==> config.mk <==
export PLATFORM = sky130hd
export DESIGN_NAME = base64_stream_encoder_unit
export DESIGN_NICKNAME = d
export VERILOG_FILES = /design/src/b64enc_pkg.sv /design/src/b64enc_cmdq.sv /design/src/b64enc_front.sv /design/src/b64enc_back.sv /design/src/base64_stream_encoder_unit.sv
export SDC_FILE = /design/constraint.sdc
export NUM_CORES = 1
export LEC_CHECK = 0
export ABC_AREA = 1
export BUFFER_PORTS_ARGS = -buffer_cell sky130_fd_sc_hd__buf_2
export CORE_ASPECT_RATIO = 0.8
export CORE_MARGIN = 2
export CORE_UTILIZATION = 64
export DETAILED_ROUTE_END_ITERATION = 8
export HOLD_SLACK_MARGIN = 0.06
export PLACE_DENSITY = 0.94
export SLEW_MARGIN = 20
export SYNTH_ARGS = -nofsm -noshare
export SYNTH_HDL_FRONTEND = slang
export SYNTH_SLANG_ARGS = --single-unit
export TNS_END_PERCENT = 5
==> constraint.sdc <==
create_clock -name clk -period 6.47 [get_ports clk]
set_input_delay 0.9705 -clock clk [delete_from_list [all_inputs] [get_ports clk]]
set_output_delay 0.9705 -clock clk [all_outputs]
set_load 0.02 [all_outputs]
==> src/b64enc_pkg.sv <==
`default_nettype none
package b64enc_pkg;

    // configuration register indexes
    localparam logic CFG_PAD_ENABLE   = 1'b0;
    localparam logic CFG_URL_ALPHABET = 1'b1;

    localparam int CFG_INDEX_W = 1;
    localparam int CFG_DATA_W  = 1;

    // depth of the command queue between front and back
    localparam int CMD_DEPTH = 2;

    // up to four characters per input byte
    localparam int SLOT_COUNT = 4;
    localparam int SLOT_W     = 2;

    localparam logic [6:0] CHAR_UPPER_A = 7'h41;
    localparam logic [6:0] CHAR_UPPER_Z = 7'h5A;
    localparam logic [6:0] CHAR_LOWER_A = 7'h61;
    localparam logic [6:0] CHAR_LOWER_Z = 7'h7A;
    localparam logic [6:0] CHAR_ZERO    = 7'h30;
    localparam logic [6:0] CHAR_NINE    = 7'h39;
    localparam logic [6:0] CHAR_PLUS    = 7'h2B;
    localparam logic [6:0] CHAR_SLASH   = 7'h2F;
    localparam logic [6:0] CHAR_DASH    = 7'h2D;
    localparam logic [6:0] CHAR_UNDER   = 7'h5F;
    localparam logic [6:0] CHAR_PAD     = 7'h3D;

    typedef enum logic [1:0] {
        PHASE_0 = 2'd0,
        PHASE_1 = 2'd1,
        PHASE_2 = 2'd2
    } phase_t;

    typedef struct packed {
        logic [7:0] data_byte;
        logic       is_last;
    } byte_item_t;

    typedef struct packed {
        logic [6:0] out_char;
        logic       out_last;
    } char_item_t;

    // one output character before alphabet mapping
    typedef struct packed {
        logic       is_pad;
        logic [5:0] sextet;
    } sym_t;

    // work for one input byte
    typedef struct packed {
        sym_t [SLOT_COUNT-1:0] syms;
        logic [SLOT_W-1:0]     last_idx;
        logic                  msg_end;
    } cmd_t;

    function automatic logic [6:0] sym_to_ascii(sym_t s, logic url);
        logic [6:0] v;
        logic [6:0] c;
        v = {1'b0, s.sextet};
        if (s.is_pad) begin
            c = CHAR_PAD;
        end else if (v < 7'd26) begin
            c = CHAR_UPPER_A + v;
        end else if (v < 7'd52) begin
            c = CHAR_LOWER_A + (v - 7'd26);
        end else if (v < 7'd62) begin
            c = CHAR_ZERO + (v - 7'd52);
        end else if (v == 7'd62) begin
            c = url ? CHAR_DASH : CHAR_PLUS;
        end else begin
            c = url ? CHAR_UNDER : CHAR_SLASH;
        end
        return c;
    endfunction

endpackage
`default_nettype wire

==> src/b64enc_cmdq.sv <==
`default_nettype none
module b64enc_cmdq #(
    parameter int DEPTH = b64enc_pkg::CMD_DEPTH
) (
    input  wire logic             clk,
    input  wire logic             rst_n,
    input  wire logic             wr_en,
    input  b64enc_pkg::cmd_t      wr_data,
    output logic                  full,
    input  wire logic             rd_en,
    output b64enc_pkg::cmd_t      rd_data,
    output logic                  empty
);
    import b64enc_pkg::*;

    localparam int AW = (DEPTH > 1) ? $clog2(DEPTH) : 1;
    localparam int CW = $clog2(DEPTH + 1);
    localparam logic [AW-1:0] LAST_PTR = AW'(DEPTH - 1);
    localparam logic [CW-1:0] FULL_CNT = CW'(DEPTH);

    cmd_t          mem_reg [DEPTH];
    logic [AW-1:0] wr_ptr_reg, wr_ptr_next;
    logic [AW-1:0] rd_ptr_reg, rd_ptr_next;
    logic [CW-1:0] cnt_reg, cnt_next;
    logic          do_wr, do_rd;

    assign full    = (cnt_reg == FULL_CNT);
    assign empty   = (cnt_reg == '0);
    assign do_wr   = wr_en && !full;
    assign do_rd   = rd_en && !empty;
    assign rd_data = mem_reg[rd_ptr_reg];

    always_comb
    begin
        wr_ptr_next = wr_ptr_reg;
        rd_ptr_next = rd_ptr_reg;
        cnt_next    = cnt_reg;
        if (do_wr)
        begin
            wr_ptr_next = (wr_ptr_reg == LAST_PTR) ? '0 : wr_ptr_reg + 1'b1;
        end
        if (do_rd)
        begin
            rd_ptr_next = (rd_ptr_reg == LAST_PTR) ? '0 : rd_ptr_reg + 1'b1;
        end
        if (do_wr && !do_rd)
        begin
            cnt_next = cnt_reg + 1'b1;
        end else if (do_rd && !do_wr)
        begin
            cnt_next = cnt_reg - 1'b1;
        end
    end

    always_ff @(posedge clk or negedge rst_n)
    begin
        if (!rst_n)
        begin
            wr_ptr_reg <= '0;
            rd_ptr_reg <= '0;
            cnt_reg    <= '0;
        end else
        begin
            wr_ptr_reg <= wr_ptr_next;
            rd_ptr_reg <= rd_ptr_next;
            cnt_reg    <= cnt_next;
        end
    end

    always_ff @(posedge clk)
    begin
        if (do_wr)
        begin
            mem_reg[wr_ptr_reg] <= wr_data;
        end
    end

endmodule
`default_nettype wire

==> src/b64enc_front.sv <==
`default_nettype none
module b64enc_front (
    input  wire logic               clk,
    input  wire logic               rst_n,
    input  wire logic               take,
    input  b64enc_pkg::byte_item_t  item,
    input  wire logic               pad_enable,
    output b64enc_pkg::cmd_t        cmd
);
    import b64enc_pkg::*;

    phase_t     phase_reg, phase_next;
    logic [3:0] lo_reg, lo_next;

    always_comb
    begin
        cmd        = '0;
        phase_next = phase_reg;
        lo_next    = lo_reg;
        case (phase_reg)
            PHASE_1:
            begin
                cmd.syms[0].sextet = {lo_reg[1:0], item.data_byte[7:4]};
                if (item.is_last)
                begin
                    cmd.syms[1].sextet = {item.data_byte[3:0], 2'b00};
                    cmd.syms[2].is_pad = 1'b1;
                    cmd.last_idx       = pad_enable ? 2'd2 : 2'd1;
                end
                phase_next = PHASE_2;
                lo_next    = item.data_byte[3:0];
            end
            PHASE_2:
            begin
                cmd.syms[0].sextet = {lo_reg, item.data_byte[7:6]};
                cmd.syms[1].sextet = item.data_byte[5:0];
                cmd.last_idx       = 2'd1;
                phase_next         = PHASE_0;
                lo_next            = '0;
            end
            default:
            begin
                // phase 0, and the unused code behaves the same
                cmd.syms[0].sextet = item.data_byte[7:2];
                if (item.is_last)
                begin
                    cmd.syms[1].sextet = {item.data_byte[1:0], 4'b0000};
                    cmd.syms[2].is_pad = 1'b1;
                    cmd.syms[3].is_pad = 1'b1;
                    cmd.last_idx       = pad_enable ? 2'd3 : 2'd1;
                end
                phase_next = PHASE_1;
                lo_next    = {2'b00, item.data_byte[1:0]};
            end
        endcase
        cmd.msg_end = item.is_last;
        if (item.is_last)
        begin
            phase_next = PHASE_0;
            lo_next    = '0;
        end
    end

    always_ff @(posedge clk or negedge rst_n)
    begin
        if (!rst_n)
        begin
            phase_reg <= PHASE_0;
            lo_reg    <= '0;
        end else if (take)
        begin
            phase_reg <= phase_next;
            lo_reg    <= lo_next;
        end
    end

endmodule
`default_nettype wire

==> src/b64enc_back.sv <==
`default_nettype none
module b64enc_back (
    input  wire logic               clk,
    input  wire logic               rst_n,
    input  wire logic               cmd_empty,
    input  b64enc_pkg::cmd_t        cmd,
    output logic                    cmd_pop,
    input  wire logic               url_alphabet,
    output b64enc_pkg::char_item_t  char_item,
    output logic                    empty,
    input  wire logic               pop
);
    import b64enc_pkg::*;

    logic [SLOT_W-1:0] idx_reg, idx_next;
    logic              valid_reg, valid_next;
    char_item_t        char_reg;
    logic              load;
    logic              at_end;

    assign empty     = !valid_reg;
    assign char_item = char_reg;
    assign at_end    = (idx_reg == cmd.last_idx);
    // output slot frees when empty or being taken this cycle
    assign load      = !cmd_empty && (!valid_reg || pop);
    assign cmd_pop   = load && at_end;

    always_comb
    begin
        idx_next   = idx_reg;
        valid_next = valid_reg;
        if (load)
        begin
            valid_next = 1'b1;
            idx_next   = at_end ? '0 : idx_reg + 1'b1;
        end else if (pop)
        begin
            valid_next = 1'b0;
        end
    end

    always_ff @(posedge clk or negedge rst_n)
    begin
        if (!rst_n)
        begin
            idx_reg   <= '0;
            valid_reg <= 1'b0;
        end else
        begin
            idx_reg   <= idx_next;
            valid_reg <= valid_next;
        end
    end

    always_ff @(posedge clk)
    begin
        if (load)
        begin
            char_reg.out_char <= sym_to_ascii(cmd.syms[idx_reg], url_alphabet);
            char_reg.out_last <= cmd.msg_end && at_end;
        end
    end

endmodule
`default_nettype wire

==> src/base64_stream_encoder_unit.sv <==
// channel   | handshake       | payload
// bytes     | push / full     | byte_item  (data_byte, is_last)
// chars     | pop / empty     | char_item  (out_char, out_last)
// config    | cfg_write       | cfg_index, cfg_data
//
// one byte accepted per cycle while the command queue has room
// back end: one char per cycle while popped; 1 or 2 per byte, up to 4 on a last byte
// sustained rate set by the character output
// a byte goes through the command queue, then its first character into the output register
// rst_n is asynchronous: empties the command queue and output register, restarts the group, loads register defaults
`default_nettype none
module base64_stream_encoder_unit #(
    parameter int CMD_QUEUE_DEPTH = b64enc_pkg::CMD_DEPTH
) (
    input  wire logic                                 clk,
    input  wire logic                                 rst_n,
    input  wire logic                                 push,
    output logic                                      full,
    input  b64enc_pkg::byte_item_t                    byte_item,
    output logic                                      empty,
    input  wire logic                                 pop,
    output b64enc_pkg::char_item_t                    char_item,
    input  wire logic                                 cfg_write,
    input  wire logic [b64enc_pkg::CFG_INDEX_W-1:0]   cfg_index,
    input  wire logic [b64enc_pkg::CFG_DATA_W-1:0]    cfg_data
);
    import b64enc_pkg::*;

    // configuration registers
    logic pad_enable_reg;
    logic url_alphabet_reg;

    // front to queue
    cmd_t front_cmd;
    logic take;

    // queue to back
    cmd_t head_cmd;
    logic cmd_empty;
    logic cmd_pop;

    // a byte transfer needs a free queue entry
    assign take = push && !full;

    always_ff @(posedge clk or negedge rst_n)
    begin
        if (!rst_n)
        begin
            pad_enable_reg   <= 1'b1;
            url_alphabet_reg <= 1'b0;
        end else if (cfg_write)
        begin
            case (cfg_index)
                CFG_PAD_ENABLE:   pad_enable_reg   <= cfg_data[0];
                CFG_URL_ALPHABET: url_alphabet_reg <= cfg_data[0];
                default:          ;
            endcase
        end
    end

    // front: tracks group phase and leftover bits, splits each byte into symbols
    b64enc_front u_front (
        .clk        (clk),
        .rst_n      (rst_n),
        .take       (take),
        .item       (byte_item),
        .pad_enable (pad_enable_reg),
        .cmd        (front_cmd)
    );

    // short queue decouples byte intake from character output
    b64enc_cmdq #(
        .DEPTH (CMD_QUEUE_DEPTH)
    ) u_cmdq (
        .clk     (clk),
        .rst_n   (rst_n),
        .wr_en   (take),
        .wr_data (front_cmd),
        .full    (full),
        .rd_en   (cmd_pop),
        .rd_data (head_cmd),
        .empty   (cmd_empty)
    );

    // back: walks the symbols of the head entry into the output register
    b64enc_back u_back (
        .clk          (clk),
        .rst_n        (rst_n),
        .cmd_empty    (cmd_empty),
        .cmd          (head_cmd),
        .cmd_pop      (cmd_pop),
        .url_alphabet (url_alphabet_reg),
        .char_item    (char_item),
        .empty        (empty),
        .pop          (pop)
    );

endmodule
`default_nettype wire

==> results.toml <==
[cts]
cts_setup_buffers = 0
path_clk_slew_ps = 70
cts_resized = 0
insertion_delay_ps = 340
cts-root-buf = "clkbuf_8"
cts_buffer_depth = 2
cts_buffers = 9
cts_hold_buf = 0
htreeDepth = 3
clkSinkCount = 57
cts_tree = "done"

[worst_setup_path]
arrival_ps = 2750
critPathBufInv = 2
worst_r2r_endpoint = "u_back.char_item[4]"
path_class = "register to register"
cp_max_fo = 18
reg2regPathDepth = 11
crit_path_top_delay_cell = "dfrtp_1"
worstPathRequired_ps = 6560
cpPeakStageDelay_ps = 820
cp_cell_sequence = "inv_8 > nand2_2 > nand3_2 > nand3_4 > inv_4 > ha_1 > o21bai_2 > a21oi_1 > nor2_1 > nand2_1 > nand3_1"
crit_path_end_kind = "register"
critPathTopFamily = "flip-flops"
startpoint_type = "register"
r2r-start = "u_cmdq.rd_ptr_reg"
rrSetupSlack_ps = 3810

[synth]
ys_types = 33
yosysWarnings = 0
syn_inst = 350
syn_area_mm2 = 0.003209
synth_fp_nets = 376
synth.avg_cell_area_um2 = 9.170
synth_seq_cells = 57
yosysSeqAreaShare_pct = 51.03

[sta]
skew_ps = 10.00
rsz0062_at_grt = "no"
max_freq_ghz = 0.3755
post-route-min-period_ps = 2663
hold_viol_final = 0
worst_pin_slew_ps = 741.9
fin_setup_tns_ps = 0
setup_viol = 0
min_period_over_period_pct = 41.17
relSlewSlack_pct = 50.54
slew_violations = 0

[cells_and_area]
final_util_pct = 72.18
instances_no_fill = 444
drive_gt1_share_pct = 21.20
finalNetCount = 403
area_growth_pct = 10.68
num_antenna_cells = 0
largest_reg_flops = 34

[grt]
grt_pass1_wl_um = 10840
antenna_found_initial = 0
grt_busiest_layer = "met2"
use_met1_pct = 30.95
met3_usage_pct = 9.046
grt_max_degree = 19
use_met2_pct = 43.85
grt_pass1_vias = 2308
overflow = 0
track_usage_pct = 25.61

[route]
ant_nets = 0
totalWireLength_um = 6789
wl_per_cell_um = 15.29
drcViolationCount = 0
vias = 2491
detail_route.first_pass.iterations = 5
drt_iter0_drc = 219
viasPerCell = 5.610

[floorplanning]
rows = 23
coreArea_mm2 = 0.004921
start_util_pct = 65.22
dieArea_mm2 = 0.005601
die_height_um = 67.34
dieWidth_um = 83.17
io_pins = 26

[min_path]
hold_class = "input port to async pin"

[power]
leakagePower_uw = 0.001610
finalPower_uw = 2098
power.density_mw_per_mm2 = 590.6
ir_drop_v = 0.0003961

[placement]
place.gp.congestion = 0.9133
post-place-cells = 428
port_buffers = 25
hpwl_um = 4613

[outcome]
status = "finished clean"

[job]
maxCapViolations = 0
==> synth_stat cells (all sizes together) <==
library cell | instances | share of area, %
buf | 4 | 1.6
nor2 | 35 | 4.9
o32ai | 2 | 0.55
nand3 | 31 | 7.3
inv | 56 | 6.9
a21oi | 20 | 3.1
clkbuf | 7 | 0.82
xor2 | 7 | 1.9
a221oi | 2 | 0.55
edfxtp | 42 | 39
a31oi | 3 | 0.58
ha | 10 | 3.9
xnor2 | 3 | 0.82
o21ai | 20 | 3.1
o31ai | 1 | 0.23
o22ai | 2 | 0.39
dfrtp | 14 | 11
nand2 | 82 | 11
nand4 | 5 | 0.97
dfstp | 1 | 0.82
o21bai | 1 | 0.35
clkinv | 1 | 0.27
nor3 | 1 | 0.16
==> cell usage in the layout (no fill, tap or decap), types with 3 or more instances in the layout <==
| cell | count |
|---|---|
| ha_1 | 10 |
| a21oi_1 | 19 |
| nor2_4 | 3 |
| xnor2_1 | 3 |
| o21ai_0 | 20 |
| nor2_1 | 31 |
| edfxtp_1 | 42 |
| nand2_2 | 9 |
| nand3_2 | 8 |
| xor2_1 | 7 |
| nand4_1 | 5 |
| a31oi_1 | 3 |
| clkinv_4 | 3 |
| nand3_1 | 20 |
| dfrtp_1 | 14 |
| inv_2 | 6 |
| buf_2 | 25 |
| inv_1 | 47 |
| nand2_1 | 72 |
| clkbuf_8 | 10 |
| nand3_4 | 3 |
==> per-stage QoR <==
stage	setup slack (ps)	hold slack (ps)	instance area, um^2
detailed placement	3330	539.5	3348
CTS	3610	515.9	3548
finish	3807	526.6	3552
floorplan	3836	482.2	3209
global route	3594	540.5	3552
global placement	3422	507.2	3348
==> worst register-to-register path, cell delays in order, from the launching register on <==
cell and delay [ps]:
dfrtp_1 820, inv_8 160, nand2_2 120, nand3_2 90, nand3_4 170, inv_4 60, ha_1 290, o21bai_2 240
a21oi_1 260, nor2_1 70, nand2_1 60, nand3_1 70
==> routing by layer <==
layer | vias to the layer above | routed length [um]
li1 | 1206 | -
met4 | 0 | 74
met5 | - | 0
met2 | 94 | 3407
met1 | 1183 | 2823
met3 | 8 | 485
==> layout make-up <==
type                            count  area [um^2]
Tap cell                           62        77.57
Inverter                           57        231.5
Clock inverter                      5        37.54
Clock buffer                       11        162.7
Sequential cell                    57         1638
Timing Repair Buffer               27        140.1
Multi-Input combinational cell    225         1265
Fill cell                         335         1369
==> kinds of logic (layout without fill, tap and decap cells) <==
family	count (synthesis)	count (layout)	share of synthesized area, %
adders and majority gates	10	10	3.899
xor gates and xnor gates	10	10	2.729
AOI/OAI and AO/OA	51	51	8.889
and+or+nand+nor	154	154	23.78
buffers and inverters	68	100	9.669
DFF	57	57	51.03
==> worst max path at each step <==
stage / to / start / slack (ps) / depth (start not counted)
after floorplan: u_cmdq.cnt_reg[1] / pop / 3840 / 7
after global routing: u_back.char_item[2] / u_cmdq.rd_ptr_reg / 3590 / 11
after global placement: u_cmdq.cnt_reg[1] / pop / 3420 / 8
after CTS: u_cmdq.cnt_reg[1] / pop / 3610 / 8
final: u_back.char_item[4] / u_cmdq.rd_ptr_reg / 3810 / 11
after detailed placement: u_cmdq.cnt_reg[1] / pop / 3330 / 8
==> where the power goes <==
part / switching (uW) / total, uW / internal, uW / leakage (uW)
registers: 78.5 / 673 / 595 / 0.000582
clock network: 149 / 322 / 173 / 0.0000967
logic: 755 / 1100 / 348 / 0.000932
Power figures use the tool's default switching activity.
